### src/rtl/trilinear_volume_resampler_defines.svh
// Assertion macros shared by the resampler RTL.
// Included by the modules that carry concurrent checks; needs nothing else.
`ifndef TRILINEAR_VOLUME_RESAMPLER_DEFINES_SVH
`define TRILINEAR_VOLUME_RESAMPLER_DEFINES_SVH

// generic clocked check, disabled while the active-low reset is asserted
`define TVR_ASSERT(label, clk, rst_n, prop, msg) \
    label: assert property (@(posedge clk) disable iff (!rst_n) prop) else $error(msg);

// same, bound to the usual i_clk / i_rst_n pair of this project
`define TVR_CHECK(label, prop, msg) \
    `TVR_ASSERT(label, i_clk, i_rst_n, prop, msg)

`endif

### src/rtl/tvr_pkg.sv
// Shared types and constants of the trilinear volume resampler.
// No dependencies; imported by the top level, front end, queue and back end.
package tvr_pkg;

    localparam int ADDR_W_DEF     = 16;
    localparam int FRAC_BITS_DEF  = 16;
    localparam int FIELD_W        = 24;   // holds any address or fraction width
    localparam int COORD_W        = 27;
    localparam int VALUE_W        = 16;
    localparam int GRAD_W         = 32;
    localparam int OUT_W          = 32;
    localparam int VOXEL_W        = VALUE_W + 3 * GRAD_W;
    localparam int CFG_INDEX_W    = 3;
    localparam int CFG_DATA_W     = 27;
    localparam int QUEUE_DEPTH    = 4;

    localparam logic [CFG_INDEX_W-1:0] REG_ROW_LENGTH   = 3'd0;
    localparam logic [CFG_INDEX_W-1:0] REG_SLICE_LENGTH = 3'd1;
    localparam logic [CFG_INDEX_W-1:0] REG_X_LOW        = 3'd2;
    localparam logic [CFG_INDEX_W-1:0] REG_X_HIGH       = 3'd3;
    localparam logic [CFG_INDEX_W-1:0] REG_Y_LOW        = 3'd4;
    localparam logic [CFG_INDEX_W-1:0] REG_Y_HIGH       = 3'd5;
    localparam logic [CFG_INDEX_W-1:0] REG_Z_LOW        = 3'd6;
    localparam logic [CFG_INDEX_W-1:0] REG_Z_HIGH       = 3'd7;

    localparam logic [10:0]               RST_ROW_LENGTH   = 11'd64;
    localparam logic [16:0]               RST_SLICE_LENGTH = 17'd4096;
    localparam logic signed [COORD_W-1:0] RST_X_LOW        = 27'sd0;
    localparam logic signed [COORD_W-1:0] RST_X_HIGH       = 27'sd4128768;
    localparam logic signed [COORD_W-1:0] RST_Y_LOW        = 27'sd0;
    localparam logic signed [COORD_W-1:0] RST_Y_HIGH       = 27'sd4128768;
    localparam logic signed [COORD_W-1:0] RST_Z_LOW        = 27'sd0;
    localparam logic signed [COORD_W-1:0] RST_Z_HIGH       = 27'sd983040;

    localparam logic [1:0] STATUS_PAD     = 2'd0;
    localparam logic [1:0] STATUS_OUTSIDE = 2'd1;
    localparam logic [1:0] STATUS_INSIDE  = 2'd2;

    typedef enum logic [1:0] {
        KIND_WRITE   = 2'd0,
        KIND_PAD     = 2'd1,
        KIND_OUTSIDE = 2'd2,
        KIND_INSIDE  = 2'd3
    } t_kind;

    typedef struct packed {
        logic [10:0] row_length;
        logic [16:0] slice_length;
    } t_geom;

    typedef struct packed {
        t_kind                kind;
        logic [FIELD_W-1:0]   waddr;
        logic [VOXEL_W-1:0]   wdata;
        logic [FIELD_W-1:0]   ofs_x;
        logic [FIELD_W-1:0]   ofs_y;
        logic [FIELD_W-1:0]   ofs_z;
        logic [FIELD_W-1:0]   frac_x;
        logic [FIELD_W-1:0]   frac_y;
        logic [FIELD_W-1:0]   frac_z;
        logic signed [VALUE_W-1:0] target;
    } t_entry;

endpackage

### src/rtl/tvr_queue.sv
// Small item queue between the front end and the back end.
// Depends on tvr_pkg for the entry type.
module tvr_queue import tvr_pkg::*; #(
    parameter int DEPTH = QUEUE_DEPTH
) (
    input  logic   i_clk,
    input  logic   i_rst_n,
    input  logic   i_push,
    input  t_entry i_entry,
    input  logic   i_pop,
    output t_entry o_entry,
    output logic   o_full,
    output logic   o_nonempty
);

    localparam int PTR_W = $clog2(DEPTH);
    localparam int CNT_W = $clog2(DEPTH + 1);

    t_entry             r_mem [DEPTH];
    logic [PTR_W-1:0]   r_wr_ptr, n_wr_ptr;
    logic [PTR_W-1:0]   r_rd_ptr, n_rd_ptr;
    logic [CNT_W-1:0]   r_count,  n_count;

    always_comb begin
        n_wr_ptr = r_wr_ptr;
        n_rd_ptr = r_rd_ptr;
        n_count  = r_count;
        if (i_push) begin
            n_wr_ptr = (r_wr_ptr == PTR_W'(DEPTH - 1)) ? '0 : r_wr_ptr + 1'b1;
        end
        if (i_pop) begin
            n_rd_ptr = (r_rd_ptr == PTR_W'(DEPTH - 1)) ? '0 : r_rd_ptr + 1'b1;
        end
        unique case ({i_push, i_pop})
            2'b10:   n_count = r_count + 1'b1;
            2'b01:   n_count = r_count - 1'b1;
            default: n_count = r_count;
        endcase
    end

    always_ff @(posedge i_clk) begin
        if (!i_rst_n) begin
            r_wr_ptr <= '0;
            r_rd_ptr <= '0;
            r_count  <= '0;
        end else begin
            r_wr_ptr <= n_wr_ptr;
            r_rd_ptr <= n_rd_ptr;
            r_count  <= n_count;
        end
    end

    always_ff @(posedge i_clk) begin
        if (i_push) begin
            r_mem[r_wr_ptr] <= i_entry;
        end
    end

    assign o_entry    = r_mem[r_rd_ptr];
    assign o_full     = (r_count == CNT_W'(DEPTH));
    assign o_nonempty = (r_count != '0);

endmodule

### config.mk
export PLATFORM = sky130hd
export DESIGN_NAME = tvr_queue
export DESIGN_NICKNAME = d
export VERILOG_FILES = /design/src/rtl/trilinear_volume_resampler_defines.svh /design/src/rtl/tvr_pkg.sv /design/src/rtl/tvr_queue.sv
export SDC_FILE = /design/constraint.sdc
export NUM_CORES = 1
export LEC_CHECK = 0
export BUFFER_PORTS_ARGS = -buffer_cell sky130_fd_sc_hd__clkbuf_2
export CORE_MARGIN = 2
export CORE_UTILIZATION = 61
export DETAILED_ROUTE_END_ITERATION = 8
export HOLD_SLACK_MARGIN = 0.15
export PLACE_DENSITY = 0.83
export REMOVE_ABC_BUFFERS = 1
export SYNTH_ARGS = -nofsm -noshare
export SYNTH_HDL_FRONTEND = slang
export SYNTH_SLANG_ARGS = --single-unit
### constraint.sdc
create_clock -name i_clk -period 11.9 [get_ports i_clk]
set_input_delay 0.595 -clock i_clk [delete_from_list [all_inputs] [get_ports i_clk]]
set_output_delay 0.595 -clock i_clk [all_outputs]
set_load 0.03 [all_outputs]
==> flow_summary.yaml, run 1 <==
status:
  status: "finished clean"
floorplan:
  start_util_pct: 61.82
  std_cell_rows: 97
  core-area_sq_um: 70270
  dieArea_sq_um: 73370
  die_h_um: 270.9
  die_w_um: 270.9
  ioPinCount: 602
route:
  first_pass_iters: 5
  detail_route.wl_per_cell_um: 31.65
  route.vias.total: 22594
  postRouteAntennaNets: 0
  avgViaCountPerCell: 6.274
  routed_wl_um: 114000
  drtIter0Drc: 2873
  drcViolationCount: 0
clocking:
  cts_max_level: 3
  cts_buffers: 112
  cts_buffer_depth: 3
  clock-sinks: 1201
  cts.reportedPaths.clkPinSlew_ns: 0.07
  post_cts_buffers: 0
  cts_resized: 0
  root_buffer: "clkbuf_16"
  cts_tree: "yes"
  clock_latency_ns: 0.67
grt:
  grt_overflow: 0
  grt_pass1_vias: 24149
  antenna_found_initial: 9
  grt_start_max_net_pins: 116
  grtUsageTotal_pct: 31.27
  grt_pass1_wl_um: 164600
yosys:
  synth-seq-cells: 1201
  synth_top_area_share_pct: 82.39
  synthAdderAreaFrac_pct: 0.2189
  yosys-top-cells-area: "edfxtp_1 (82%), mux4_2 (15%), buf_6 (0.67%)"
  synthMuxAreaShare_pct: 15.52
  synth_compound_area_share_pct: 0.05760
  synth_top_area_cell: "edfxtp_1"
  yosysWarnings: 0
  synth.distinct_cells: 19
  synth_xor_area_share_pct: 0.04032
  postSynthAreaPerCell_sq_um: 27.17
  synthSimpleGateAreaFrac_pct: 0.2246
  ys_seq_area_share_pct: 82.81
  netlist_area_sq_um: 43440
  synthCells: 1599
  synth_top_family_by_area: "multiplexers"
finish:
  layout.cells.most_common: "edfxtp_1"
  fin_area_sq_um: 53860
  drive_gt1_share_pct: 40.81
  n_fill_cell: 3367
  fin_nets: 2863
  instances_no_fill: 3601
  final_cell_mix: "edfxtp_1 (1192), clkbuf_2 (601), mux4_2 (298)"
  area_delta_synth_final_pct: 23.98
hold_path:
  min_path_type: "input pin to flip-flop"
critical_path:
  critPathLaunchType: "flip-flop"
  cp_max_fo: 110
  path_class: "flip-flop to primary output"
  cp.required_ns: 11.31
  r2r-start: "r_wr_ptr[1]"
  r2r_slack_ns: 7.92
  reg2reg_to: "r_mem[0][137]"
  cp_data_arrival_time_ns: 4.08
  critPathCaptureType: "primary output"
  cp-endpoint: "o_entry[63]"
  r2r_cells: 5
timing:
  rsz0062_at_grt: "false"
  finalSetupViolations: 0
  fin_crit_sh_pct: 39.25
  slew_viol_final: 0
  max_freq_mhz: 214.1
  finalHoldViolations: 0
  timing.hold.ws_ns: 0.1834
  period_needed_ns: 4.671
  tightestPinTransition_ns: 1.184
  fin_worst_skew_ns: 0.03651
  slew_headroom_pct: 21.09
place:
  place.gp.congestion: 0.8176
  place_area_sq_um: 47360
  portBuffers: 601
  numPlacedInstances: 3097
  dp_hpwl_um: 56550
pwr:
  p_leak_nw: 18.36
  vdd_drop_max_v: 0.0001846
  power_density_nw_per_um2: 177.3
job:
  max_cap_viol_count: 0
==> registers in the layout (all words and copies together) (netlist names), named ones only <==
name      cells
r_wr_ptr      2
r_mem      1192
r_rd_ptr      2
r_count       3
==> Yosys cell counts <==
cell	number
o21ai_0	1
clkbuf_1	9
mux2i_1	3
buf_6	26
ha_1	6
o21a_1	1
or3_1	2
fa_1	1
xnor2_1	2
nor3b_1	3
dfxtp_1	9
and2_1	5
edfxtp_1	1192
nor2b_1	5
a21oi_1	1
buf_2	31
mux4_2	298
a21boi_0	1
inv_1	3
==> cell type report <==
cell class / count / area [sq um] / share of cell area (%)
Antenna cell: 7 / 17.52 / 0.03252
Inverter: 3 / 11.26 / 0.02091
Clock buffer: 142 / 2958 / 5.491
Sequential cell: 1201 / 35980 / 66.80
Tap cell: 940 / 1176 / 2.184
Clock inverter: 72 / 694.4 / 1.289
Multi-Input combinational cell: 329 / 6987 / 12.97
Timing Repair Buffer: 907 / 6038 / 11.21
==> per-layer routing <==
metal	share of wire [%]	vias up	global-route usage, %
met5	0.022	-	0
li1	-	8916	-
met3	8.6	320	6.355
met2	54	1638	55.88
met4	5.5	4	16.08
met1	31	11716	35.76
==> worst max-delay path: stages (launching register included) <==
cell and delay (ns):
dfxtp_4 0.79, buf_4 0.82, buf_12 0.66, mux4_2 0.66, clkbuf_2 0.22
==> logic make-up after synthesis <==
family / Yosys count
AO/OA/AOI/OAI: 4
XOR/XNOR: 2
adder cells (fa/ha/maj): 7
buffers and inverters: 69
flip-flops: 1201
multiplexers: 301
AND/OR/NAND/NOR: 15
==> worst min-delay path by stage <==
| stage | start | endpoint | depth (start not counted) |
|---|---|---|---|
| 5_1_grt | i_entry[285] | r_mem[2][285] | 1 |
| 3_5_place_dp | r_count[2] | r_count[2] | 2 |
| 4_1_cts | i_entry[285] | r_mem[2][285] | 1 |
| 3_3_place_gp | r_count[2] | r_count[2] | 2 |
| 6_report | i_entry[1] | r_mem[0][1] | 1 |
| 2_1_floorplan | r_count[2] | r_count[2] | 2 |
==> report_power, final <==
part           switching (mW)  leakage, nW  internal, mW  total [mW]
Combinational           0.695         5.56         0.382        1.08
Clock                    1.58         1.78          1.99        3.57
Sequential             0.0665         11.0          4.83        4.90
Total                    2.34         18.4          7.21        9.55
==> per-stage QoR <==
stage               power [mW]  utilization [%]  worst slack, ns  TNS (ns)
floorplan                5.696                -           -2.048   -610.17
global placement         5.890            67.40            7.887         0
detailed placement       5.925            67.40            7.872         0
CTS                      9.519            76.61            7.106         0
global route             9.768            76.65            6.858         0
finish                   9.548            76.65            7.229         0
==> timing repair <==
action | 4_1_cts | 5_1_grt
setup endpoints to repair | 0 | 0
hold endpoints to repair | 1099 | 3
hold buffers | 282 | 1
Note: power is estimated with default switching activity, not from simulation.
==> inputs of run 2 (changes only) <==
Settings changed: CORE_UTILIZATION 61 to 51, PLACE_DENSITY 0.83 to 0.74.
Clock period 11.9 ns to 4.1 ns, I/O delays scaled along.
==> run 2 against run 1 <==
Against the previous run: first-iteration DRC count fell by 50%; sequential power grew to 2.9 times the previous value; critical path type unchanged; via count is 5.9% lower; clock power rose to 2.8 times the previous value; non-clock buffer count increased by 64; hold slack gained 0.11 ns.
==> flow_summary.yaml, run 2 (synthesized netlist as in run 1, its figures left out) <==
hold_path:
  min_path_type: "input pin to flip-flop"
clocking:
  cts_max_level: 3
  cts_tree: "yes"
  root_buffer: "clkbuf_16"
  cts_resized: 0
  cts_buffer_depth: 3
  clock-sinks: 1201
  post_cts_buffers: 0
  clock_latency_ns: 0.68
  postCtsHoldBufs: 302
  cts_buffers: 113
  cts.reportedPaths.clkPinSlew_ns: 0.06
place:
  place_area_sq_um: 48210
  portBuffers: 601
  place.gp.congestion: 0.7921
  dp_hpwl_um: 57700
timing:
  slew_viol_final: 0
  fin_crit_sh_pct: 74.88
  finalHoldViolations: 0
  max_freq_mhz: 325.7
  rsz0062_at_grt: "false"
  finalSetupViolations: 0
  period_needed_ns: 3.070
  tightestPinTransition_ns: 1.205
  finalSetupTns_ns: 0
  fin_worst_skew_ns: 0.02339
  slew_headroom_pct: 19.67
critical_path:
  critPathMaxStageDelay_ns: 0.77
  cp_data_arrival_time_ns: 2.86
  critPathLaunchType: "flip-flop"
  critical_path_buf_inv_count: 2
  path_cells: "buf_12 -> mux4_2 -> clkbuf_2"
  cp.required_ns: 3.89
  cp_max_fo: 60
  path_class: "flip-flop to primary output"
  critPathCaptureType: "primary output"
  r2r_slack_ns: 1.69
  critical_path.top_delay_family: "flip-flops"
  crit_slowest_cell: "dfxtp_4"
route:
  routed_wl_um: 96280
  detail_route.wl_per_cell_um: 24.92
  avgViaCountPerCell: 5.500
  route.vias.total: 21252
  first_pass_iters: 6
  postRouteAntennaNets: 0
  drtIter0Drc: 1450
  drcViolationCount: 0
floorplan:
  dieArea_sq_um: 87540
  start_util_pct: 51.26
  die_w_um: 295.9
  core-area_sq_um: 84750
  ioPinCount: 602
  die_h_um: 295.9
  std_cell_rows: 107
grt:
  antenna_found_initial: 8
  grt_start_max_net_pins: 81
  grt_pass1_vias: 22980
  grt_overflow: 0
  grtUsageMet2_pct: 37.68
  grtUsageTotal_pct: 21.83
  grt_pass1_wl_um: 140900
  use_met1_pct: 26.17
  grt.busiest_layer: "met2"
  grtUsageMet3_pct: 5.059
pwr:
  p_int_mw: 20.92
  power_density_nw_per_um2: 499.1
  vdd_drop_max_v: 0.0005178
  power_frac_clock_pct: 36.9
  seq_power_share_pct: 51.8
  power_frac_comb_pct: 11.3
  swShare_pct: 23.60
  p_leak_nw: 18.74
  p_switching_mw: 6.463
finish:
  fin_area_sq_um: 54860
  n_fill_cell: 5372
  drive_gt1_share_pct: 42.05
  reg_top3: "r_mem x1192, r_count x3"
  final_cell_mix: "edfxtp_1 (1192), clkbuf_2 (601), dlygate4sd3_1 (302)"
  area_delta_synth_final_pct: 26.28
  regMostFlops: "r_mem"
  fin_nets: 2928
  largest_reg_flops: 1192
  layout.cells.most_common: "edfxtp_1"
job:
  max_cap_viol_count: 0
status:
  status: "finished clean"
==> run 2: metal layers <==
metal	share of wire (%)	up-vias	routed length [um]
met5	0.014	-	13
met3	7.0	205	6732
met1	36	11094	34550
met4	4.4	2	4265
met2	53	889	50720
li1	-	9062	-
==> run 2: metrics by stage <==
step	power (mW)	std cells	hold WS [ns]	setup slack, ns	utilization (%)
CTS	27.58	3855	0.2284	0.8901	64.71
global placement	17.17	3346	0.4164	1.674	56.88
finish	27.38	3864	0.2930	1.030	64.74
floorplan	16.53	1533	0.3039	-9.458	-
detailed placement	17.26	3346	0.4243	1.673	56.88
global route	28.25	3861	0.2629	0.8266	64.73
==> run 2: worst paths after layout <==
kind / start / end / depth (start not counted)
worst min register to register: r_count[2] / r_count[2] / 2
worst max-delay path: flip-flop / o_entry[181] / 3
worst min-delay path: i_entry[256] / r_mem[2][256] / 2
worst max register to register: r_wr_ptr[0] / r_mem[2][83] / 4
==> run 2: power by group through the flow <==
stage,sequential [mW],combinational [mW],clock (mW)
floorplan,14.6,1.89,0
finish,14.2,3.10,10.1
global route,14.2,3.25,10.8
global placement,14.4,2.79,0
detailed placement,14.4,2.84,0
CTS,14.2,3.11,10.3
==> run 2: layout make-up <==
type                    count  area [sq um]  share of cell area (%)
flip-flops and latches   1201         35980                   65.59
multi-input cells         329          6987                   12.74
repair buffers            971          6817                   12.43
clock buffers             131          2959                   5.394
well taps                1144          1431                   2.609
clock inverters            76         650.6                   1.186
diodes                      9         22.52                 0.04105
inverters                   3         11.26                 0.02053
==> inputs of run 3 (changes only) <==
Clock period 4.1 ns to 2.7 ns, I/O delays scaled along.
==> run 3 against run 2 <==
Against the previous run: worst setup slack worse by 0.94 ns; combinational power up 56%; critical path depth up 1; sequential power up 51%; global-route usage up 0.51 points; via count up 1.3%; clock-buffer cell count up 11; total power up 51%; register-to-register slack worse by 1.1 ns; clock power up 50%.
==> flow_summary.yaml, run 3 (synthesized netlist as in run 1, its figures left out) <==
status:
  status: "finished clean"
route:
  routed_wl_um: 99030
  first_pass_iters: 5
  drcViolationCount: 0
  route.vias.total: 21530
  avgViaCountPerCell: 5.549
  postRouteAntennaNets: 0
  drtIter0Drc: 1597
  detail_route.wl_per_cell_um: 25.52
timing:
  timing.hold.ws_ns: 0.2135
  finalSetupTns_ns: 0
  rsz0062_at_grt: "false"
  fin_crit_sh_pct: 96.55
  fin_worst_skew_ns: 0.02378
  tightestPinTransition_ns: 0.6097
  finalSetupViolations: 0
  period_needed_ns: 2.607
  slew_viol_final: 0
  finalHoldViolations: 0
  max_freq_mhz: 383.6
  slew_headroom_pct: 59.35
grt:
  grt_pass1_vias: 23217
  grt_start_max_net_pins: 81
  grt_overflow: 0
  grt_pass1_wl_um: 144700
  use_met1_pct: 27.39
  grtUsageMet2_pct: 39.09
  grtUsageTotal_pct: 22.34
  grtUsageMet3_pct: 5.081
  grt.busiest_layer: "met2"
  antenna_found_initial: 5
critical_path:
  critPathLaunchType: "flip-flop"
  critPathCaptureType: "primary output"
  cp.required_ns: 2.57
  path_class: "flip-flop to primary output"
  cp_data_arrival_time_ns: 2.47
  cp_max_fo: 20
floorplan:
  core-area_sq_um: 84750
  dieArea_sq_um: 87540
  ioPinCount: 602
  die_w_um: 295.9
  std_cell_rows: 107
  start_util_pct: 51.26
  die_h_um: 295.9
pwr:
  p_leak_nw: 18.86
  power_density_nw_per_um2: 751.3
  p_total_mw: 41.46
  vdd_drop_max_v: 0.0006002
finish:
  drive_gt1_share_pct: 41.79
  final_cell_mix: "edfxtp_1 (1192), clkbuf_2 (601), dlygate4sd3_1 (304)"
  layout.cells.most_common: "edfxtp_1"
  largest_reg_flops: 1192
  fin_nets: 2953
  reg_top3: "r_mem x1192, r_count x3"
  n_fill_cell: 5279
  area_delta_synth_final_pct: 27.02
  regMostFlops: "r_mem"
place:
  portBuffers: 601
  dp_hpwl_um: 58790
  place.gp.congestion: 0.7877
hold_path:
  min_path_type: "input pin to flip-flop"
clocking:
  cts.reportedPaths.clkPinSlew_ns: 0.06
  cts_max_level: 3
  clock_latency_ns: 0.68
  cts_tree: "yes"
  cts_buffers: 115
  cts_buffer_depth: 3
  clock-sinks: 1201
  root_buffer: "clkbuf_16"
job:
  max_cap_viol_count: 0
==> run 3: changes by cell type in the layout (fill, tap and decap cells not counted), moves of 2 or more <==
cell | previous run | this run
clkinv_1 | 25 | 32
buf_4 | 46 | 48
dlygate4sd3_1 | 302 | 304
clkinv_2 | 30 | 16
buf_12 | 22 | 38
clkbuf_1 | 15 | 26
inv_8 | 0 | 2
diode_2 | 9 | 3
bufinv_16 | 9 | 7
buf_16 | 0 | 2
inv_6 | 4 | 0
==> run 3: power by group <==
part / switching [mW] / internal, mW
sequential: 0.204 / 21.3
combinational: 3.00 / 1.86
clock: 6.59 / 8.52
total: 9.79 / 31.7
==> run 3: area by class of cell <==
type                       count  area [sq um]  share of cell area [%]
sequential                  1201         35980                   65.21
timing repair buffer         994          7238                   13.12
multi-input combinational    329          6987                   12.66
clock buffer                 142          3000                   5.437
tap                         1144          1431                   2.594
clock inverter                64         524.3                  0.9500
inverter                       3         11.26                 0.02041
antenna                        3         7.507                 0.01360
==> run 3: repair_timing <==
| item | in CTS | in global routing |
|---|---|---|
| setup buffers | 3 | 0 |
| gates resized for setup | 1 | 2 |
| endpoints found under the hold margin | 1213 | 0 |
| hold buffers | 304 | 0 |
| endpoints found under the setup margin | 19 | 29 |
==> run 3: per-stage QoR <==
step                      util [%]  instance area, sq um  instances  setup WS [ns]
after global routing         65.11                 55180       3880       0.007994
after CTS                    65.09                 55160       3877        0.05054
after detailed placement     57.31                 48570       3364         0.7222
after global placement       57.31                 48570       3364         0.7408
final                        65.11                 55180       3880        0.09323
after floorplan                  -                 42960       1533         -10.79
==> run 3: worst paths after layout <==
| check | from | end | slack (ns) | cells past startpoint |
|---|---|---|---|---|
| worst min register to register | r_rd_ptr[1] | flip-flop | 0.56 | 2 |
| worst max-delay path | flip-flop | o_entry[269] | 0.09 | 4 |
| worst min-delay path | i_entry[152] | r_mem[0][152] | 0.21 | 2 |
| worst max register to register | r_count[0] | r_count[2] | 0.63 | 5 |
==> run 3: worst max-delay path, cell delays in order (launching register included) <==
cell,delay [ns]
dfxtp_4,0.46
buf_16,0.24
buf_12,0.24
mux4_2,0.56
clkbuf_2,0.21
==> run 3: per-layer routing <==
metal	part of all wire [%]	vias up
met5	0.027	-
met2	53	997
met4	3.3	4
met3	7.3	186
met1	36	11245
li1	-	9098
