$ cat src/rtl/trilinear_volume_resampler_defines.svh
// Assertion macros shared by the resampler RTL.
// Included by the modules that carry concurrent checks; needs nothing else.
`ifndef TRILINEAR_VOLUME_RESAMPLER_DEFINES_SVH
`define TRILINEAR_VOLUME_RESAMPLER_DEFINES_SVH

// generic clocked check, disabled while the active-low reset is asserted
`define TVR_ASSERT(label, clk, rst_n, prop, msg) \
    label: assert property (@(posedge clk) disable iff (!rst_n) prop) else $error(msg);

// same, bound to the usual i_clk / i_rst_n pair of this project
`define TVR_CHECK(label, prop, msg) \
    `TVR_ASSERT(label, i_clk, i_rst_n, prop, msg)

`endif

$ cat src/rtl/tvr_pkg.sv
// Shared types and constants of the trilinear volume resampler.
// No dependencies; imported by the top level, front end, queue and back end.
package tvr_pkg;

    localparam int ADDR_W_DEF     = 16;
    localparam int FRAC_BITS_DEF  = 16;
    localparam int FIELD_W        = 24;   // holds any address or fraction width
    localparam int COORD_W        = 27;
    localparam int VALUE_W        = 16;
    localparam int GRAD_W         = 32;
    localparam int OUT_W          = 32;
    localparam int VOXEL_W        = VALUE_W + 3 * GRAD_W;
    localparam int CFG_INDEX_W    = 3;
    localparam int CFG_DATA_W     = 27;
    localparam int QUEUE_DEPTH    = 4;

    localparam logic [CFG_INDEX_W-1:0] REG_ROW_LENGTH   = 3'd0;
    localparam logic [CFG_INDEX_W-1:0] REG_SLICE_LENGTH = 3'd1;
    localparam logic [CFG_INDEX_W-1:0] REG_X_LOW        = 3'd2;
    localparam logic [CFG_INDEX_W-1:0] REG_X_HIGH       = 3'd3;
    localparam logic [CFG_INDEX_W-1:0] REG_Y_LOW        = 3'd4;
    localparam logic [CFG_INDEX_W-1:0] REG_Y_HIGH       = 3'd5;
    localparam logic [CFG_INDEX_W-1:0] REG_Z_LOW        = 3'd6;
    localparam logic [CFG_INDEX_W-1:0] REG_Z_HIGH       = 3'd7;

    localparam logic [10:0]               RST_ROW_LENGTH   = 11'd64;
    localparam logic [16:0]               RST_SLICE_LENGTH = 17'd4096;
    localparam logic signed [COORD_W-1:0] RST_X_LOW        = 27'sd0;
    localparam logic signed [COORD_W-1:0] RST_X_HIGH       = 27'sd4128768;
    localparam logic signed [COORD_W-1:0] RST_Y_LOW        = 27'sd0;
    localparam logic signed [COORD_W-1:0] RST_Y_HIGH       = 27'sd4128768;
    localparam logic signed [COORD_W-1:0] RST_Z_LOW        = 27'sd0;
    localparam logic signed [COORD_W-1:0] RST_Z_HIGH       = 27'sd983040;

    localparam logic [1:0] STATUS_PAD     = 2'd0;
    localparam logic [1:0] STATUS_OUTSIDE = 2'd1;
    localparam logic [1:0] STATUS_INSIDE  = 2'd2;

    typedef enum logic [1:0] {
        KIND_WRITE   = 2'd0,
        KIND_PAD     = 2'd1,
        KIND_OUTSIDE = 2'd2,
        KIND_INSIDE  = 2'd3
    } t_kind;

    typedef struct packed {
        logic [10:0] row_length;
        logic [16:0] slice_length;
    } t_geom;

    typedef struct packed {
        t_kind                kind;
        logic [FIELD_W-1:0]   waddr;
        logic [VOXEL_W-1:0]   wdata;
        logic [FIELD_W-1:0]   ofs_x;
        logic [FIELD_W-1:0]   ofs_y;
        logic [FIELD_W-1:0]   ofs_z;
        logic [FIELD_W-1:0]   frac_x;
        logic [FIELD_W-1:0]   frac_y;
        logic [FIELD_W-1:0]   frac_z;
        logic signed [VALUE_W-1:0] target;
    } t_entry;

endpackage

$ cat src/rtl/tvr_front.sv
// Front end: configuration registers, item classification, integer/fraction
// split and row/slice offset products. Depends on tvr_pkg.
module tvr_front import tvr_pkg::*; #(
    parameter int FRACTION_BITS = FRAC_BITS_DEF
) (
    input  logic                       i_clk,
    input  logic                       i_rst_n,
    input  logic                       i_cfg_we,
    input  logic [CFG_INDEX_W-1:0]     i_cfg_index,
    input  logic [CFG_DATA_W-1:0]      i_cfg_data,
    input  logic                       i_valid,
    input  logic                       i_op,
    input  logic [15:0]                i_address,
    input  logic signed [VALUE_W-1:0]  i_voxel_value,
    input  logic signed [GRAD_W-1:0]   i_grad_x_in,
    input  logic signed [GRAD_W-1:0]   i_grad_y_in,
    input  logic signed [GRAD_W-1:0]   i_grad_z_in,
    input  logic signed [COORD_W-1:0]  i_coord_x,
    input  logic signed [COORD_W-1:0]  i_coord_y,
    input  logic signed [COORD_W-1:0]  i_coord_z,
    input  logic signed [VALUE_W-1:0]  i_target_value,
    input  logic                       i_full,
    output logic                       o_stall,
    output logic                       o_push,
    output t_entry                     o_entry,
    output t_geom                      o_geom
);

    logic [10:0]               r_row_length;
    logic [16:0]               r_slice_length;
    logic signed [COORD_W-1:0] r_x_low, r_x_high;
    logic signed [COORD_W-1:0] r_y_low, r_y_high;
    logic signed [COORD_W-1:0] r_z_low, r_z_high;

    logic signed [COORD_W-1:0]    int_x, int_y, int_z;
    logic signed [COORD_W+11:0]   prod_y;
    logic signed [COORD_W+17:0]   prod_z;
    logic                         in_bounds;

    always_ff @(posedge i_clk) begin
        if (!i_rst_n) begin
            r_row_length   <= RST_ROW_LENGTH;
            r_slice_length <= RST_SLICE_LENGTH;
            r_x_low        <= RST_X_LOW;
            r_x_high       <= RST_X_HIGH;
            r_y_low        <= RST_Y_LOW;
            r_y_high       <= RST_Y_HIGH;
            r_z_low        <= RST_Z_LOW;
            r_z_high       <= RST_Z_HIGH;
        end else if (i_cfg_we) begin
            unique case (i_cfg_index)
                REG_ROW_LENGTH:   r_row_length   <= i_cfg_data[10:0];
                REG_SLICE_LENGTH: r_slice_length <= i_cfg_data[16:0];
                REG_X_LOW:        r_x_low        <= $signed(i_cfg_data);
                REG_X_HIGH:       r_x_high       <= $signed(i_cfg_data);
                REG_Y_LOW:        r_y_low        <= $signed(i_cfg_data);
                REG_Y_HIGH:       r_y_high       <= $signed(i_cfg_data);
                REG_Z_LOW:        r_z_low        <= $signed(i_cfg_data);
                REG_Z_HIGH:       r_z_high       <= $signed(i_cfg_data);
                default:          ;
            endcase
        end
    end

    always_comb begin
        // arithmetic shift gives floor for negative coordinates
        int_x  = i_coord_x >>> FRACTION_BITS;
        int_y  = i_coord_y >>> FRACTION_BITS;
        int_z  = i_coord_z >>> FRACTION_BITS;
        prod_y = int_y * $signed({1'b0, r_row_length});
        prod_z = int_z * $signed({1'b0, r_slice_length});
        in_bounds = (i_coord_x > r_x_low) && (i_coord_x < r_x_high)
                 && (i_coord_y > r_y_low) && (i_coord_y < r_y_high)
                 && (i_coord_z > r_z_low) && (i_coord_z < r_z_high);

        priority if (!i_op) begin
            o_entry.kind = KIND_WRITE;
        end else if (i_target_value < 0) begin
            o_entry.kind = KIND_PAD;
        end else if (in_bounds) begin
            o_entry.kind = KIND_INSIDE;
        end else begin
            o_entry.kind = KIND_OUTSIDE;
        end

        o_entry.waddr  = FIELD_W'(i_address);
        o_entry.wdata  = {i_grad_z_in, i_grad_y_in, i_grad_x_in, i_voxel_value};
        o_entry.ofs_x  = int_x[FIELD_W-1:0];
        o_entry.ofs_y  = prod_y[FIELD_W-1:0];
        o_entry.ofs_z  = prod_z[FIELD_W-1:0];
        o_entry.frac_x = FIELD_W'(i_coord_x[FRACTION_BITS-1:0]);
        o_entry.frac_y = FIELD_W'(i_coord_y[FRACTION_BITS-1:0]);
        o_entry.frac_z = FIELD_W'(i_coord_z[FRACTION_BITS-1:0]);
        o_entry.target = i_target_value;
    end

    assign o_stall = i_full;
    assign o_push  = i_valid && !i_full;

    assign o_geom.row_length   = r_row_length;
    assign o_geom.slice_length = r_slice_length;

endmodule

$ cat config.mk
export PLATFORM = sky130hd
export DESIGN_NAME = tvr_front
export DESIGN_NICKNAME = d
export VERILOG_FILES = /design/src/rtl/trilinear_volume_resampler_defines.svh /design/src/rtl/tvr_pkg.sv /design/src/rtl/tvr_front.sv
export SDC_FILE = /design/constraint.sdc
export NUM_CORES = 1
export LEC_CHECK = 0
export BUFFER_PORTS_ARGS = -buffer_cell sky130_fd_sc_hd__buf_2
export CORE_AREA = 4 4 228 230
export CTS_CLUSTER_SIZE = 28
export DETAILED_ROUTE_END_ITERATION = 10
export DIE_AREA = 0 0 232 234
export GPL_ROUTABILITY_DRIVEN = 0
export PLACE_DENSITY = 0.79
export RECOVER_POWER = 25
export SKIP_LAST_GASP = 1
export SLEW_MARGIN = 10
export SYNTH_ARGS = -nofsm -noshare
export SYNTH_HDL_FRONTEND = slang
export SYNTH_SLANG_ARGS = --single-unit
$ cat constraint.sdc
create_clock -name i_clk -period 10.55 [get_ports i_clk]
set_clock_uncertainty 0.15 [all_clocks]
set_input_delay 1.5825 -clock i_clk [delete_from_list [all_inputs] [get_ports i_clk]]
set_output_delay 1.5825 -clock i_clk [all_outputs]
set_load 0.02 [all_outputs]
==> PnR_summary.wiki, run 1 <==
{| class="wikitable"
! Metric !! Value
|-
| Per-instance average area after synthesis || 8.06 um^2
|-
| Horizontal extent of the die || 232 um
|-
| Max Fanout on Critical Path || 13
|-
| Leading cell types by count after synthesis || 541 x sky130_fd_sc_hd__nand2_1, 438 x sky130_fd_sc_hd__inv_1, 290 x sky130_fd_sc_hd__ha_1
|-
| Gr usage total || 21.5%
|-
| Headroom to the max-slew limit || -352%
|-
| Total length of routed wires || 59.4 mm
|-
| Pin count of the biggest net entering global routing || 191
|-
| Area post-placement || 22900 um^2
|-
| Area of the core || 49900 um^2
|-
| Postcts setup bufs || 0
|-
| IR Drop Worst-Case VDD || 0.119 mV
|-
| Sequential-to-total area share from yosys stat || 16.7%
|-
| Kind of end point of the critical path || primary output
|-
| Routed met1 length || 25.3 mm
|-
| Clock-pin slew of the registers on the worst-case setup and hold paths || 0.07 ns
|-
| Fraction of post-synthesis cell area in the top cell type by area || 18.6%
|-
| Total I/O pin count || 589
|-
| Antenna violations before repair || 6
|-
| Violations in the final reports || capacitance limit, slew limit
|-
| Library cell appearing most often on the critical path || sky130_fd_sc_hd__fa_1
|-
| Post-route cell area || 23500 um^2
|-
| Critical Path AT || 7.35 ns
|-
| Post-synth design cell area || 22800 um^2
|-
| Die Ht || 234 um
|-
| Cell type of the slowest stage on the worst timing path || sky130_fd_sc_hd__o41ai_1
|-
| Total of buffers placed on input and output ports || 270
|-
| Max cap viols || 1
|-
| Final-report setup violation count || 0
|-
| Worst Hold Class || register to register
|-
| Achievable frequency || 110 MHz
|-
| Clock root buffer || sky130_fd_sc_hd__clkbuf_16
|-
| FF-to-FF path depth || 2
|-
| Routed wirelength normalized by instance count || 17.0 um
|-
| Minimum period implied by the final worst setup slack || 9.08 ns
|-
| Pwr Density || 98.2 nW/um^2
|-
| Total of hold buffers inserted after clock tree synthesis || 0
|-
| Ranking of synthesized cells by area || sky130_fd_sc_hd__fa_1 19%, sky130_fd_sc_hd__dfxtp_1 17%, sky130_fd_sc_hd__ha_1 16%
|-
| Setup crit start || i_coord_y[25]
|-
| Ys flop type || sky130_fd_sc_hd__dfxtp_1
|-
| Number of global-route vias before repair || 17783
|-
| Relative area change from synthesis to final layout || 2.94%
|-
| Gate count after technology mapping || 2827
|-
| Worst setup path category || input pin to primary output
|-
| Result of the run || finished with violations
|-
| Number of enable flip-flop cells after synthesis || 0
|-
| Number of slew-limit violations in the final report || 191
|-
| Total power || 0.00230 W
|-
| Clock insertion delay at the later pin of the skew report || 0.43 ns
|-
| Post-DR vias/cell || 5.14
|-
| Number of design rule violations left after detail routing || 0
|-
| Chain of cells forming the critical path || buf_2 > nand2_1 > fa_1 > fa_1 > inv_1 > fa_1 > fa_1 > inv_1 > fa_1 > inv_1 > ha_1 > or2_1 > o311a_1 > o41ai_1 > o2111ai_1 > a31o_1 > a21oi_1 > xnor2_1 > buf_2
|-
| Most area-hungry cell type in the Yosys netlist || sky130_fd_sc_hd__fa_1
|-
| Final period utilization || 86.1%
|-
| Worst reg2reg path startpoint || r_row_length[6]$_SDFFE_PN1P_
|-
| Transition time at the pin with the least slew margin || 6.78 ns
|-
| # resized after CTS || 0
|-
| Worst stage delay on the critical path || 0.75 ns
|-
| Clock buffers created by TritonCTS || 17
|-
| Number of nets with antenna violations after routing || 0
|-
| Maximum count of clock buffers along a single path || 2
|-
| Initial Utilization || 45.7%
|-
| Async S/R FF share, synth || 0%
|-
| DRT Pass-1 Iters || 5
|-
| Hold path startpoint || r_z_low[9]$_SDFFE_PN0P_
|-
| Global-route wire length before repair || 93.5 mm
|-
| Total via count after detailed routing || 17886
|-
| Final TNS setup || 0 ns
|-
| Worst hold path cell count || 2
|-
| Number of violations reported at the end of detailed-routing iteration 0 || 982
|-
| Met3 layer wire length in the routed design || 5.17 mm
|-
| Detailed placer's ending HPWL || 46.8 mm
|-
| Count of standard-cell rows || 82
|-
| Required time reported for the critical path endpoint || 8.82 ns
|-
| Proportion of layout cells with a drive suffix above 1 || 11.2%
|-
| Global route total overflow || 0
|-
| Post-synthesis cell type count || 64
|-
| CTS tree || yes
|-
| Overall die area || 54300 um^2
|-
| Total met2 wirelength after detailed routing || 27.5 mm
|-
| Critical path launch point type || input pin
|-
| Number of synthesized register bits || 190
|-
| Yosys warns || 0
|-
| Unrepaired setup endpoints after global routing || no
|-
| Leak pwr || 10.7 nW
|-
| Count of clock tree sinks || 190
|-
| H-tree level count || 4
|-
| Hold Violations, Final || 0
|-
| Post-route core utilization || 47.1%
|-
| Most instantiated library cell after synthesis || sky130_fd_sc_hd__nand2_1
|-
| Highest routing layer actually used || met5
|-
| NumNets Final || 3554
|}
cell usage in the layout, fill, tap and decap left out, drive strengths merged, types with 64 or more instances in the layout:
master    n
nand2   541
inv     445
ha      290
buf     275
fa      212
dfxtp   190
a21boi  172
and2    148
nor2     75
a21oi    64
worst max-delay path, delay by kind of cell:
family,cells,cell delay (ns)
buffers and inverters,5,0.57
adder cells (fa/ha/maj),6,2.88
XOR/XNOR,1,0.14
AND/OR/NAND/NOR,2,0.38
AO/OA/AOI/OAI,5,1.78
cells by family (layout without fill, tap and decap cells):
group,Yosys count,count (layout),share of synthesized area (%)
simple gates,906,906,18.0
compound gates,383,383,11.8
fa+ha+maj,502,502,34.5
buf+inv,803,749,17.4
xor+xnor,36,36,1.38
other cells,1,37,0.0165
flops,190,190,16.7
mux,6,6,0.269
layer usage:
layer  vias to the layer above  global-route usage (%)
met2                       724                    36.1
met1                      8494                    28.2
met3                        92                    5.09
li1                       8570                       -
met5                         -                   0.357
met4                         6                    5.42
layout make-up:
class                      instances  area [um^2]
antenna                            5         12.5
inverter                         439         1650
clock buffer                      19          443
clock inverter                    13          155
tap                              672          841
fill                            4858        26400
sequential                       190         3800
multi-input combinational       1865        15200
timing repair buffer             278         1410
state kept, by name (all words and copies together) (netlist names):
name,count
r_x_low,27
r_y_high,27
r_slice_length,17
r_row_length,11
r_y_low,27
r_z_high,27
r_z_low,27
r_x_high,27
worst paths after layout:
path / to / slack (ns)
worst min-delay path: r_z_low[9]$_SDFFE_PN0P_ / 0.32
worst min register to register: r_z_low[9]$_SDFFE_PN0P_ / 0.32
worst max-delay path: o_entry[133] / 1.47
worst max register to register: r_row_length[6]$_SDFFE_PN1P_ / 9.24
report_power, final:
part | total, W | switching, W | internal [W]
Combinational | 0.000889 | 0.000550 | 0.000339
Sequential | 0.000749 | 0.0000164 | 0.000733
Clock | 0.000665 | 0.000303 | 0.000363
Total | 0.00230 | 0.000869 | 0.00143
through the flow:
step           setup slack [ns]  hold WS (ns)  instances
2_1_floorplan              1.85         0.289       2858
3_3_place_gp               1.56         0.299       3444
3_5_place_dp               1.50         0.307       3444
4_1_cts                    1.52         0.317       3476
5_1_grt                    1.19         0.332       3477
6_report                   1.47         0.317       3481
Power figures use the tool's default switching activity.
==> run 2, diff against run 1 <==
==> constraint.sdc (replaced) <==
create_clock -name i_clk -period 11.3 [get_ports i_clk]
set_clock_uncertainty 0.15 [all_clocks]
set_input_delay 1.695 -clock i_clk [delete_from_list [all_inputs] [get_ports i_clk]]
set_output_delay 1.695 -clock i_clk [all_outputs]
set_load 0.02 [all_outputs]
==> run 2 against run 1 <==
Compared with the run above:
- the run still ends with capacitance limit, slew limit left
- die area is the same
- non-clock buffer count grew 1
- hold slack lost 0.00077 ns
- register-to-register slack gained 0.75 ns
- global-route usage grew 0.12 points
- power shrank 9.2%
- final cell count shrank 0.17%
- via count shrank 0.12%
- sequential share of layout area grew 0.050 points
- first-iteration DRC count grew 13%
==> PnR_summary.wiki, run 2 (synthesized netlist as in run 1, its figures left out) <==
{| class="wikitable"
! Metric !! Value
|-
| Leak pwr || 10.7 nW (-0.34%)
|-
| Achievable frequency || 108 MHz
|-
| R2R setup slack || 9.99 ns (+0.75 ns)
|-
| Area of combinational cells with multiple inputs || 15200 um^2 (about the same)
|-
| IR Drop Worst-Case VDD || 0.103 mV (-13%)
|-
| Total length of routed wires || 59.4 mm (about the same)
|-
| Worst setup path category || input pin to primary output
|-
| Max Fanout on Critical Path || 13 (unchanged)
|-
| Horizontal extent of the die || 232 um (unchanged)
|-
| Final worst setup slack || 2.01 ns (+0.542 ns)
|-
| Total of hold buffers inserted after clock tree synthesis || 0 (unchanged)
|-
| DRT Pass-1 Iters || 6 (+1)
|-
| Required time reported for the critical path endpoint || 9.46 ns (+0.64 ns)
|-
| Initial Utilization || 45.7% (unchanged)
|-
| Number of design rule violations left after detail routing || 0 (unchanged)
|-
| Layout fillers || 4908 (+1.0%)
|-
| Proportion of layout cells with a drive suffix above 1 || 11.0% (-0.21 points)
|-
| Final period utilization || 82.2%
|-
| Critical path launch point type || input pin
|-
| Total of buffers placed on input and output ports || 270 (unchanged)
|-
| ANT cells || 0 (-5)
|-
| Maximum count of clock buffers along a single path || 2 (unchanged)
|-
| Worst setup slack before clock tree synthesis || 2.04 ns (+0.533 ns)
|-
| Commonest non-fill, non-tap cells in the layout || 541 x sky130_fd_sc_hd__nand2_1, 438 x sky130_fd_sc_hd__inv_1, 290 x sky130_fd_sc_hd__ha_1
|-
| Count of clock tree sinks || 190 (unchanged)
|-
| Max cap viols || 3 (+2)
|-
| Hold Violations, Final || 0 (unchanged)
|-
| Die Ht || 234 um (unchanged)
|-
| Total power || 0.00209 W (-9.2%)
|-
| Minimum period implied by the final worst setup slack || 9.29 ns
|-
| Global route total overflow || 0 (unchanged)
|-
| Postcts setup bufs || 0 (unchanged)
|-
| Number of violations reported at the end of detailed-routing iteration 0 || 1105 (+13%)
|-
| Seq. cell area || 3800 um^2 (unchanged)
|-
| Violations in the final reports || capacitance limit, slew limit
|-
| Critical Path AT || 7.44 ns (+0.09 ns)
|-
| Clock insertion delay at the later pin of the skew report || 0.43 ns (about the same)
|-
| Worst Hold Class || register to register
|-
| Total I/O pin count || 589 (unchanged)
|-
| Final TNS setup || 0 ns (unchanged)
|-
| Number of slew-limit violations in the final report || 227 (+19%)
|-
| Clock buffers created by TritonCTS || 17 (unchanged)
|-
| NumNets Final || 3555 (+0.028%)
|-
| Result of the run || finished with violations
|-
| Antenna violations before repair || 6 (unchanged)
|-
| # resized after CTS || 0 (unchanged)
|-
| Leading cell type in the layout, fill and taps excluded || sky130_fd_sc_hd__nand2_1
|-
| Count of standard-cell rows || 82 (unchanged)
|-
| Post-DR vias/cell || 5.14 (about the same)
|-
| Unrepaired setup endpoints after global routing || no
|-
| Clock root buffer || sky130_fd_sc_hd__clkbuf_16
|-
| CTS tree || yes
|-
| Global-route wire length before repair || 93.6 mm (about the same)
|-
| Headroom to the max-slew limit || -201% (+150 points)
|-
| Detailed placer's ending HPWL || 46.8 mm (about the same)
|-
| Overall die area || 54300 um^2 (unchanged)
|-
| Gr usage total || 21.7% (+0.12 points)
|-
| Pin count of the biggest net entering global routing || 127 (-34%)
|-
| Total via count after detailed routing || 17864 (-0.12%)
|-
| Pwr Density || 89.4 nW/um^2 (-8.9%)
|-
| Relative area change from synthesis to final layout || 2.62%
|-
| Transition time at the pin with the least slew margin || 4.52 ns (-2.26 ns)
|-
| Number of nets with antenna violations after routing || 0 (unchanged)
|-
| Clock-pin slew of the registers on the worst-case setup and hold paths || 0.07 ns (about the same)
|-
| Area of the core || 49900 um^2 (unchanged)
|-
| Number of global-route vias before repair || 17678 (-0.59%)
|-
| Final-report setup violation count || 0 (unchanged)
|-
| H-tree level count || 4 (unchanged)
|-
| Kind of end point of the critical path || primary output
|-
| Routed wirelength normalized by instance count || 17.1 um (+0.26%)
|}
## run 2: layout make-up
cell class                 instances  area share (%)
multi-input combinational       1865            64.8
sequential                       190            16.3
inverter                         439            7.04
timing repair buffer             279            6.01
tap                              672            3.59
clock buffer                      22            2.07
clock inverter                     8           0.251
## run 2: worst paths after layout
kind                            cells after the start                              to                      startpoint
worst max-delay path                               19                    o_entry[133]                   i_coord_y[25]
worst min register to register                      2        r_x_high[0]$_SDFFE_PN0P_        r_x_high[0]$_SDFFE_PN0P_
worst min-delay path                                2        r_x_high[0]$_SDFFE_PN0P_        r_x_high[0]$_SDFFE_PN0P_
worst max register to register                      2  r_slice_length[9]$_SDFFE_PN0P_  r_slice_length[9]$_SDFFE_PN0P_
## run 2: critical path, stage by stage
cell	delay [ns]
sky130_fd_sc_hd__buf_2	0.24
sky130_fd_sc_hd__nand2_1	0.12
sky130_fd_sc_hd__fa_1	0.52
sky130_fd_sc_hd__fa_1	0.54
sky130_fd_sc_hd__inv_1	0.06
sky130_fd_sc_hd__fa_1	0.50
sky130_fd_sc_hd__fa_1	0.54
sky130_fd_sc_hd__inv_1	0.05
sky130_fd_sc_hd__fa_1	0.52
sky130_fd_sc_hd__inv_1	0.04
sky130_fd_sc_hd__ha_1	0.24
sky130_fd_sc_hd__or2_1	0.25
sky130_fd_sc_hd__o311a_1	0.35
sky130_fd_sc_hd__o41ai_1	0.77
sky130_fd_sc_hd__o2111ai_1	0.25
sky130_fd_sc_hd__a31o_1	0.25
sky130_fd_sc_hd__a21oi_1	0.17
sky130_fd_sc_hd__xnor2_1	0.14
sky130_fd_sc_hd__buf_2	0.19
## run 2: metal layers
metal / part of all wire, % / wire length, um / up-vias / GRT usage [%]
met2: 46 / 27500 / 710 / 35.8
met4: 2.4 / 1420 / 12 / 5.66
met3: 8.5 / 5030 / 90 / 5.60
li1: - / - / 8556 / -
met5: 0.16 / 94 / - / 0.357
met1: 43 / 25400 / 8496 / 28.4
## run 2: where the power goes
part	total, W	internal, W	switching, W
combinational	0.000827	0.000313	0.000514
clock	0.000565	0.000304	0.000262
sequential	0.000700	0.000684	0.0000152
total	0.00209	0.00130	0.000790
## run 2: through the flow
stage	cell area [um^2]	hold WS [ns]	util (%)	std cells
final	23400	0.316	46.9	3475
after global routing	23400	0.331	46.9	3475
after CTS	23400	0.313	47.0	3475
after detailed placement	22900	0.304	45.9	3445
after global placement	22900	0.295	45.9	3445
after floorplan	22900	0.289	-	2858
